==> config.mk <==
export PLATFORM = sky130hd
export DESIGN_NAME = u128_to_decimal_digits
export DESIGN_NICKNAME = d
export VERILOG_FILES = /design/src/rtl/core/u128d_pkg.sv /design/src/rtl/core/u128d_conv.sv /design/src/rtl/core/u128d_emit.sv /design/src/rtl/core/u128_to_decimal_digits.sv
export SDC_FILE = /design/constraint.sdc
export NUM_CORES = 1
export LEC_CHECK = 0
export BUFFER_PORTS_ARGS = -buffer_cell sky130_fd_sc_hd__buf_2
export CELL_PAD_IN_SITES_DETAIL_PLACEMENT = 1
export CELL_PAD_IN_SITES_GLOBAL_PLACEMENT = 1
export CORE_UTILIZATION = 30
export CTS_BUF_LIST = sky130_fd_sc_hd__clkbuf_8
export CTS_CLUSTER_SIZE = 20
export DETAILED_ROUTE_END_ITERATION = 8
export GPL_ROUTABILITY_DRIVEN = 0
export MAX_ROUTING_LAYER = met4
export PLACE_DENSITY = 0.62
export SYNTH_ARGS = -nofsm -noshare
export SYNTH_HDL_FRONTEND = slang
export SYNTH_SLANG_ARGS = --single-unit
==> constraint.sdc <==
create_clock -name clock -period 18 [get_ports clock]
set_input_delay 0.9 -clock clock [delete_from_list [all_inputs] [get_ports clock]]
set_output_delay 0.9 -clock clock [all_outputs]
set_load 0.02 [all_outputs]
==> src/rtl/core/u128d_pkg.sv <==
// Shared constants and digit arithmetic for the 128-bit binary to decimal converter.
package u128d_pkg;

   localparam int VALUE_W            = 64;
   localparam int BIT_COUNT          = 2 * VALUE_W;
   localparam int BIT_CNT_W          = $clog2(BIT_COUNT);
   localparam int DIGIT_W            = 4;
   localparam int COUNT_W            = 6;
   localparam int MAX_DIGITS_DEFAULT = 39;
   localparam logic [DIGIT_W-1:0] DIGIT_CARRY_MIN = DIGIT_W'(5);
   localparam logic [DIGIT_W:0]   DIGIT_BASE      = (DIGIT_W+1)'(10);

   // A digit of five or more carries out when doubled
   function automatic logic digit_carry(input logic [DIGIT_W-1:0] d);
      return d >= DIGIT_CARRY_MIN;
   endfunction

   // Double a decimal digit, add the incoming carry, keep the low decimal place
   function automatic logic [DIGIT_W-1:0] digit_double(input logic [DIGIT_W-1:0] d,
                                                        input logic cin);
      logic [DIGIT_W:0] sum;
      sum = {d, cin};
      if (digit_carry(d)) begin
         sum = sum - DIGIT_BASE;
      end
      return sum[DIGIT_W-1:0];
   endfunction

endpackage

==> src/rtl/core/u128d_conv.sv <==
// Bit-serial shift-and-double conversion of one 128-bit number into a BCD digit register.
module u128d_conv #(
   parameter int MAX_DIGITS = u128d_pkg::MAX_DIGITS_DEFAULT,
   localparam int CNT_W = $clog2(MAX_DIGITS + 1)
) (
   input  logic                                   clock,
   input  logic                                   reset,
   input  logic                                   req_valid,
   output logic                                   req_ready,
   input  logic [u128d_pkg::VALUE_W-1:0]          value_high,
   input  logic [u128d_pkg::VALUE_W-1:0]          value_low,
   output logic                                   done_valid,
   input  logic                                   done_ready,
   output logic [MAX_DIGITS*u128d_pkg::DIGIT_W-1:0] bcd,
   output logic [CNT_W-1:0]                       used
);
   import u128d_pkg::*;

   localparam logic [1:0] ST_IDLE = 2'd0;
   localparam logic [1:0] ST_RUN  = 2'd1;
   localparam logic [1:0] ST_DONE = 2'd2;

   logic [1:0]                    state_ff, state_in;
   logic [BIT_COUNT-1:0]          shift_ff, shift_in;
   logic [BIT_CNT_W-1:0]          bit_cnt_ff, bit_cnt_in;
   logic [MAX_DIGITS*DIGIT_W-1:0] bcd_ff, bcd_in, bcd_step;
   logic [MAX_DIGITS-1:0]         top_ff, top_in;
   logic [CNT_W-1:0]              used_ff, used_in;
   logic [MAX_DIGITS-1:0]         carry_vec;
   logic [MAX_DIGITS-1:0]         cin_vec;
   logic                          top_carry;

   // Per-digit doubling; each digit's carry out depends on that digit alone
   for (genvar i = 0; i < MAX_DIGITS; i++) begin : g_digit
      if (i == 0) begin : g_low
         assign cin_vec[i] = shift_ff[BIT_COUNT-1];
      end else begin : g_up
         assign cin_vec[i] = carry_vec[i-1];
      end
      assign carry_vec[i] = digit_carry(bcd_ff[i*DIGIT_W +: DIGIT_W]);
      assign bcd_step[i*DIGIT_W +: DIGIT_W] =
         digit_double(bcd_ff[i*DIGIT_W +: DIGIT_W], cin_vec[i]);
   end

   // Carry out of the current top digit opens a new digit
   assign top_carry = |(top_ff & carry_vec);

   // Sequence: load, 128 shift steps, hand over
   always_comb begin
      state_in   = state_ff;
      shift_in   = shift_ff;
      bit_cnt_in = bit_cnt_ff;
      bcd_in     = bcd_ff;
      top_in     = top_ff;
      used_in    = used_ff;
      unique case (state_ff)
         ST_IDLE: begin
            if (req_valid) begin
               shift_in   = {value_high, value_low};
               bit_cnt_in = '0;
               bcd_in     = '0;
               top_in     = MAX_DIGITS'(1);
               used_in    = CNT_W'(1);
               state_in   = ST_RUN;
            end
         end
         ST_RUN: begin
            shift_in   = {shift_ff[BIT_COUNT-2:0], 1'b0};
            bcd_in     = bcd_step;
            bit_cnt_in = bit_cnt_ff + BIT_CNT_W'(1);
            if (top_carry && (used_ff != CNT_W'(MAX_DIGITS))) begin
               top_in  = {top_ff[MAX_DIGITS-2:0], 1'b0};
               used_in = used_ff + CNT_W'(1);
            end
            if (bit_cnt_ff == BIT_CNT_W'(BIT_COUNT - 1)) begin
               state_in = ST_DONE;
            end
         end
         ST_DONE: begin
            if (done_ready) begin
               state_in = ST_IDLE;
            end
         end
         default: begin
            state_in = ST_IDLE;
         end
      endcase
   end

   // Hold control state under reset
   always_ff @(posedge clock) begin
      if (reset) begin
         state_ff <= ST_IDLE;
      end else begin
         state_ff <= state_in;
      end
   end

   // Advance the datapath
   always_ff @(posedge clock) begin
      shift_ff   <= shift_in;
      bit_cnt_ff <= bit_cnt_in;
      bcd_ff     <= bcd_in;
      top_ff     <= top_in;
      used_ff    <= used_in;
   end

   assign req_ready  = (state_ff == ST_IDLE);
   assign done_valid = (state_ff == ST_DONE);
   assign bcd        = bcd_ff;
   assign used       = used_ff;

endmodule

==> src/rtl/core/u128d_emit.sv <==
// Digit output stage: drops leading zero digits and sends the rest most significant first.
module u128d_emit #(
   parameter int MAX_DIGITS = u128d_pkg::MAX_DIGITS_DEFAULT,
   localparam int CNT_W = $clog2(MAX_DIGITS + 1)
) (
   input  logic                                     clock,
   input  logic                                     reset,
   input  logic                                     load_valid,
   output logic                                     load_ready,
   input  logic [MAX_DIGITS*u128d_pkg::DIGIT_W-1:0] bcd,
   input  logic [CNT_W-1:0]                         used,
   output logic                                     rsp_valid,
   input  logic                                     rsp_ready,
   output logic [u128d_pkg::DIGIT_W-1:0]            rsp_digit,
   output logic [u128d_pkg::COUNT_W-1:0]            rsp_digit_count,
   output logic                                     rsp_last
);
   import u128d_pkg::*;

   localparam int WIN_W = MAX_DIGITS * DIGIT_W;

   logic             busy_ff, busy_in;
   logic [WIN_W-1:0] win_ff, win_in;
   logic [CNT_W-1:0] pos_ff, pos_in;
   logic [CNT_W-1:0] used_ff, used_in;
   logic             send;
   logic             last;
   logic             step;

   // Top digit of the window is live once the leading zeros are gone
   assign send = busy_ff && (pos_ff <= used_ff);
   assign last = (pos_ff == CNT_W'(1));
   assign step = busy_ff && (!send || rsp_ready);

   // Load a finished conversion, then shift the window up one digit per step
   always_comb begin
      busy_in = busy_ff;
      win_in  = win_ff;
      pos_in  = pos_ff;
      used_in = used_ff;
      if (!busy_ff) begin
         if (load_valid) begin
            busy_in = 1'b1;
            win_in  = bcd;
            pos_in  = CNT_W'(MAX_DIGITS);
            used_in = used;
         end
      end else if (step) begin
         win_in = {win_ff[WIN_W-DIGIT_W-1:0], DIGIT_W'(0)};
         pos_in = pos_ff - CNT_W'(1);
         if (send && last) begin
            busy_in = 1'b0;
         end
      end
   end

   // Hold control state under reset
   always_ff @(posedge clock) begin
      if (reset) begin
         busy_ff <= 1'b0;
      end else begin
         busy_ff <= busy_in;
      end
   end

   // Advance the digit window
   always_ff @(posedge clock) begin
      win_ff  <= win_in;
      pos_ff  <= pos_in;
      used_ff <= used_in;
   end

   assign load_ready      = !busy_ff;
   assign rsp_valid       = send;
   assign rsp_digit       = win_ff[WIN_W-1 -: DIGIT_W];
   assign rsp_digit_count = COUNT_W'(used_ff);
   assign rsp_last        = last;

endmodule

==> src/rtl/core/u128_to_decimal_digits.sv <==
// Top level: 128-bit unsigned number to decimal digits, most significant digit first.
// Flow: an accept state, a shift step for each of the 128 input bits (one input bit per cycle),
//   then a handover once the digit stage is free; that stage drops leading zeros first.
// Overlap: digits of one number are sent (one per cycle while rsp_ready is high) while the
//   next number converts; a new number is taken only after the last one is handed over.
// Reset: synchronous, active high; clears the control state and drops any work in flight.
module u128_to_decimal_digits #(
   parameter int MAX_DIGITS = u128d_pkg::MAX_DIGITS_DEFAULT
) (
   input  logic                          clock,
   input  logic                          reset,
   input  logic                          req_valid,
   output logic                          req_ready,
   input  logic [u128d_pkg::VALUE_W-1:0] req_value_high,
   input  logic [u128d_pkg::VALUE_W-1:0] req_value_low,
   output logic                          rsp_valid,
   input  logic                          rsp_ready,
   output logic [u128d_pkg::DIGIT_W-1:0] rsp_digit,
   output logic [u128d_pkg::COUNT_W-1:0] rsp_digit_count,
   output logic                          rsp_last
);
   import u128d_pkg::*;

   localparam int CNT_W = $clog2(MAX_DIGITS + 1);

   logic                          done_valid;
   logic                          done_ready;
   logic [MAX_DIGITS*DIGIT_W-1:0] bcd;
   logic [CNT_W-1:0]              used;

   // Convert one number bit by bit
   u128d_conv #(
      .MAX_DIGITS(MAX_DIGITS)
   ) u_conv (
      .clock      (clock),
      .reset      (reset),
      .req_valid  (req_valid),
      .req_ready  (req_ready),
      .value_high (req_value_high),
      .value_low  (req_value_low),
      .done_valid (done_valid),
      .done_ready (done_ready),
      .bcd        (bcd),
      .used       (used)
   );

   // Send the digits
   u128d_emit #(
      .MAX_DIGITS(MAX_DIGITS)
   ) u_emit (
      .clock           (clock),
      .reset           (reset),
      .load_valid      (done_valid),
      .load_ready      (done_ready),
      .bcd             (bcd),
      .used            (used),
      .rsp_valid       (rsp_valid),
      .rsp_ready       (rsp_ready),
      .rsp_digit       (rsp_digit),
      .rsp_digit_count (rsp_digit_count),
      .rsp_last        (rsp_last)
   );

endmodule
Word-level counts from Yosys, hierarchy flattened
Cells that the tools add are included.
- output and inout bits: 13
- logic and storage cells: 184
- input bits: 132
- flip-flop bits (word level): 507
- mux-type cells: 65
- $add $sub $neg: 42
- reductions and logical operators: 15
- equal/unequal tests: 10
- order comparisons: 40
- bitwise gates (word level): 2
- operator list (kind ; count):
    $mux 156 ; 4
    $pmux 156 s2 ; 1
    $pmux 128 s2 ; 1
    $ge 4x3->1 const B ; 39
    $mux 4 ; 39
    $sub 4x4->4 const B ; 39
    $mux 128 ; 1
    $mux 39 ; 2
    $pmux 39 s2 ; 1
    $and 39x39->39 ; 1
    $reduce_or 39->1 ; 1
    $mux 6 ; 5
    $pmux 7 s2 ; 1
    $pmux 6 s2 ; 1
    $add 7x1->7 const B ; 1
    $eq 7x7->1 const B ; 1
    $mux 7 ; 1
    $add 6x1->6 const B ; 1
    $eq 6x1->1 const B ; 1
    $le 6x6->1 ; 1
    $mux 2 ; 3
    $ne 2x2->1 const B ; 3
    $ne 6x6->1 const B ; 1
    $pmux 2 s3 ; 1
    13 further kinds ; 24

Longest topological paths before layout
- word-level depth: 7
- mapped depth: 8

Cells and area by module
Synthesis repeated with hierarchy kept, for this count alone.
- cell total of the unflattened synthesis: 1926
- area, all modules: 23570.1 um^2
- modules (own cells, without submodules) (module ; instances ; cells each ; area an instance (um^2)):
    u128d_conv ; 1 ; 1528 ; 16208.0
    u128d_emit ; 1 ; 398 ; 7362.1

Worst setup path before layout
Ideal clock, no wire load.
- path kind: input to register
- start point: input port req_valid
- end point: register u_conv.top_ff[0], enable pin
- data required time: 17.538 ns
- path buffers: 0
- arrival time: 16.994 ns
- stages: 4
- path slack: 0.543 ns
- library setup time: 0.462 ns
- path through: nor2_1 nor2_1 o21ai_0 a21oi_1
- word-level cells in the longest chain between the ends: 2
- ends and longest elaborated chain (item ; line ; RTL):
    from (decl) ; u128_to_decimal_digits.sv:12 ; input logic req_valid,
    $ne 2x2->1 (no source line) ; n/a ;
    $reduce_and 3->1 (no source line) ; n/a ;
    to (signal assigned) ; u128d_conv.sv:104 ; top_ff <= top_in;
    to (decl) ; u128d_conv.sv:27 ; logic [MAX_DIGITS-1:0] top_ff, top_in;
No other way between the ends.
A chain may end at the register's enable or synchronous reset.

Final worst setup path
- start point: register u_emit.pos_ff[2]
- end point: register u_emit.win_ff[120], enable pin
- word-level cells in the longest chain between the ends: 7
- ends and longest elaborated chain (item ; line ; RTL):
    from (decl) ; u128d_emit.sv:24 ; logic [CNT_W-1:0] pos_ff, pos_in;
    from (signal assigned) ; u128d_emit.sv:69 ; pos_ff <= pos_in;
    $le 6x6->1 ; u128d_emit.sv:31 ; assign send = busy_ff && (pos_ff <= used_ff);
    $logic_and 1x1->1 ; u128d_emit.sv:31 ;
    $logic_not 1->1 ; u128d_emit.sv:33 ; assign step = busy_ff && (!send || rsp_ready);
    $logic_or 1x1->1 ; u128d_emit.sv:33 ;
    $logic_and 1x1->1 ; u128d_emit.sv:33 ;
    $ne 2x2->1 (no source line) ; n/a ;
    $reduce_and 2->1 (no source line) ; n/a ;
    to (signal assigned) ; u128d_emit.sv:68 ; win_ff <= win_in;
    to (decl) ; u128d_emit.sv:23 ; logic [WIN_W-1:0] win_ff, win_in;
No other way between the ends.

==> metrics.md <==
| Metric | Value |
|---|---|
| Chip height | `280.2 microns` |
| Post-synthesis adder-cell area fraction | `~4.7%` |
| Yosys warnings | `0` |
| Mapped Area | `around 0.023 sq mm` |
| Flops & latches, synth | `around 510` |
| P_sw | `roughly 0.00074 W` |
| Post-synthesis xor/xnor area fraction | `1.923%` |
| Multiplexer share of the synthesized area | `roughly 3.7%` |
| Routed len/inst | `around 16 microns` |
| Routed vias | `around 15000` |
| Fillers | `~8500` |
| Final #Nets | `between 2000 and 2500` |
| Final count of hold timing violations | `0` |
| Max Cap Viol | `0` |
| Core area | `between 0.07 and 0.08 sq mm` |
| Overflow after GRT | `0` |
| Largest net degree at the start of global routing | `about 200` |
| Ys async rst share | `0%` |
| RSZ-0062 raised after global routing | `no` |
| Synth cell types | `43` |
| Clock Skew | `a little over 40 ps` |
| Reg clk slew, reported paths | `~60 ps` |
| Num CTS Buffers | `91` |
| Final Max Slew Viols | `0` |
| Post-synth net total | `approximately 2200` |
| Clk_lat worst skew | `a little under 700 ps` |
| Util after Layout | `35.00%` |
| Crit start category | `flip-flop` |
| Postcts setup bufs | `0` |
| DRT antenna net count | `0` |
| Synth area leaders | `edfxtp_1, nand2_1, ha_1` |
| Synthesized area per cell | `around 12 sq um` |
| CTS tree | `built` |
| EDFF count, synth | `a little over 500` |
| Buffers on Ports | `roughly 140` |
| PD cells | `~110 mW/mm^2` |
| H-tree depth | `3` |
| DRC marker count from the first detailed-route iteration | `between 800 and 900` |
| Global-route wire length before repair | `approximately 83000 microns` |
| Clock Power Share | `about 36%` |
| CTS resizes | `0` |
| Worst-margin pin slew | `roughly 1200 ps` |
| Worst vdd ir | `approximately 0.056 mV` |
| FP Rows | `between 100 and 150` |
| Switching share of power | `26.27%` |
| Initial antenna violation count | `10` |
| Routed Wire Length | `between 50000 and 60000 microns` |
| Post-Synth Simple-Gate Area | `15.17%` |
| Die Area | `about 0.079 sq mm` |
| Slew margin rel. | `between 20% and 30%` |
| Critical Path Sink Type | `flip-flop` |
| Primary FF master, synth | `edfxtp_1` |
| Critical path arrival | `between 4000 and 5000 ps` |
| Hold buffer count at cts | `0` |
| Initial Util | `30.43%` |
| Largest family of logic cells by synthesized area | `simple AND/OR/NAND/NOR gates` |
| Cell count after synthesis | `1975` |
| Setup TNS Final | `0 ps` |
| Vias per cell | `about 4.5` |
| GRT Overall Usage | `between 10 and 15%` |
| Number of global-route vias before repair | `~16000` |
| Synth-to-layout area growth | `15.02%` |
| Crit Path Class | `reg2reg` |
| Worst min path class | `in2reg` |
| Sequential power share | `52.2%` |
| Die X-Extent | `280.2 microns` |
| Synth top area share | `between 60% and 70%` |
| Register area share after synthesis | `between 60% and 70%` |
| Comb power frac | `a little under an eighth` |
| Int Pwr | `0.002077 W` |
| Layout cells sized above 1 | `between 15 and 20%` |
| Root buf cell | `clkbuf_8` |
| Status | `finished, final reports clean` |
| Fin crit period | `about 4400 ps` |
| Worst Path Required | `between 15000 and 20000 ps` |
| Final setup fails | `0` |
| Hold slack | `between 400 and 500 ps` |
| CTS sink cnt | `507` |
| Area leader, netlist | `edfxtp_1` |
| I/O pin count | `145` |
| Post-DP HPWL | `roughly 31000 microns` |
| Final period util | `approximately a quarter` |
| Peak Freq | `between 0.2 and 0.25 GHz` |
| Drt first pass iters | `4` |
| Crit path max fanout | `66` |
| PnR Total Power | `approximately 0.0028 W` |
| Maximum clock insertion buffer count | `3` |
| Leakage power | `10.49 nW` |
| Number of remaining DRC errors | `0` |
| Synth Area in Compound Gates | `~5.9%` |
## cell families (layout without fill, tap and decap cells)
group / after synthesis / in the layout
adder cells (fa/ha/maj): 88 / 88
XOR/XNOR: 51 / 51
other: 0 / 11
buffers and inverters: 176 / 407
AO/OA/AOI/OAI: 231 / 231
multiplexers: 76 / 76
flip-flops: 507 / 507
AND/OR/NAND/NOR: 846 / 846
## power groups by stage
stage / Sequential (W) / Combinational (W) / Clock (W)
2_1_floorplan: 0.00150 / 0.000233 / 0
3_3_place_gp: 0.00149 / 0.000315 / 0
3_5_place_dp: 0.00150 / 0.000328 / 0
4_1_cts: 0.00147 / 0.000331 / 0.00107
5_1_grt: 0.00148 / 0.000370 / 0.00111
6_report: 0.00147 / 0.000321 / 0.00102
## flip-flops by register name, indices dropped and copies added, names as in the netlist
| signal | flops |
|---|---|
| u_conv.bcd | 156 |
| u_conv.bit_cnt_ff | 7 |
| u_conv.shift_ff | 128 |
| u_conv.state_ff | 2 |
| u_conv.top_ff | 39 |
| u_conv.used | 6 |
| u_emit.busy_ff | 1 |
| u_emit.pos_ff | 6 |
| u_emit.rsp_digit_count | 6 |
| u_emit.win_ff | 156 |
## cells in the mapped netlist, drive strengths merged, types with 2 or more instances
cell type and number:
o22ai 2, nor3 3, nor2 161, a2bb2oi 2, a211oi 28, nor2b 7, o21ai 85, and2 69
clkbuf 37, nand4 3, nand3 7, mux2 76, xnor2 46, nand2 547, a221oi 2, ha 88
dfxtp 3, a21oi 68, xor2 5, nand2b 38, a21o 30, or3 2, buf 45, and3 2
inv 94, nor3b 5, a22oi 9, edfxtp 504
## cell usage in the layout, fill, tap and decap left out, types with 2 or more instances in the layout
cell type / instances
a211oi_1: 28
nor3b_1: 5
inv_1: 122
and3_1: 2
nor2_1: 160
diode_2: 11
nand2_1: 547
nand4_1: 2
clkbuf_8: 92
a21o_1: 30
a21oi_1: 63
nand3_1: 7
nand2b_1: 38
clkinv_2: 6
o22ai_1: 2
buf_4: 9
o21ai_0: 84
a2bb2oi_1: 2
and2_1: 68
mux2_2: 76
nor2b_1: 6
xnor2_1: 46
ha_1: 88
edfxtp_1: 504
bufinv_16: 4
or3_1: 2
inv_8: 5
clkinv_1: 21
buf_2: 144
nor3_1: 3
dfxtp_1: 2
a22oi_1: 9
a21oi_2: 3
xor2_1: 5
buf_12: 2
a21oi_4: 2
## worst paths after layout
path	start	end	slack [ps]	cells past startpoint
min reg2reg	u_conv.shift_ff[66]$_DFFE_PP_	u_conv.shift_ff[67]$_DFFE_PP_	500	2
max	u_emit.pos_ff[2]$_SDFFCE_PN1P_	u_emit.win_ff[120]$_DFFE_PP_	13580	8
max reg2reg	u_emit.pos_ff[2]$_SDFFCE_PN1P_	u_emit.win_ff[120]$_DFFE_PP_	13580	8
min	rsp_ready	u_emit.busy_ff$_SDFF_PP0_	420	2
## critical path, cell delays in order, from the launching register on
cell,delay (ps)
edfxtp_1,470
ha_1,320
nand4_1,110
nor2_1,130
o32ai_1,80
and2_1,210
a21oi_4,910
buf_4,800
buf_4,810
## layer usage
metal | global-route usage [%] | vias to the layer above | wire length [microns]
met5 | - | - | 0
met4 | 4.792 | 0 | 1228
met3 | 3.356 | 86 | 2516
met2 | 21.72 | 246 | 23810
met1 | 16.44 | 7102 | 23040
li1 | - | 7123 | -
## cell type report
class	count	area [sq um]	area share (%)
Multi-Input combinational cell	1292	7345	27.49
Inverter	94	360.3	1.349
Clock inverter	66	399.1	1.494
Clock buffer	92	1266	4.740
Sequential cell	507	15200	56.89
Tap cell	1030	1289	4.824
Antenna cell	11	27.53	0.1030
Timing Repair Buffer	155	828.3	3.101
## per-stage QoR
stage	cells	setup WS (ps)	instance area [sq um]
6_report	3247	13580	26710
5_1_grt	3246	13240	26710
4_1_cts	3236	13460	26690
3_5_place_dp	3078	13500	25020
3_3_place_gp	3078	13600	25020
2_1_floorplan	1975	543.5	23220
No activity file was read; power rests on OpenSTA's default activity.
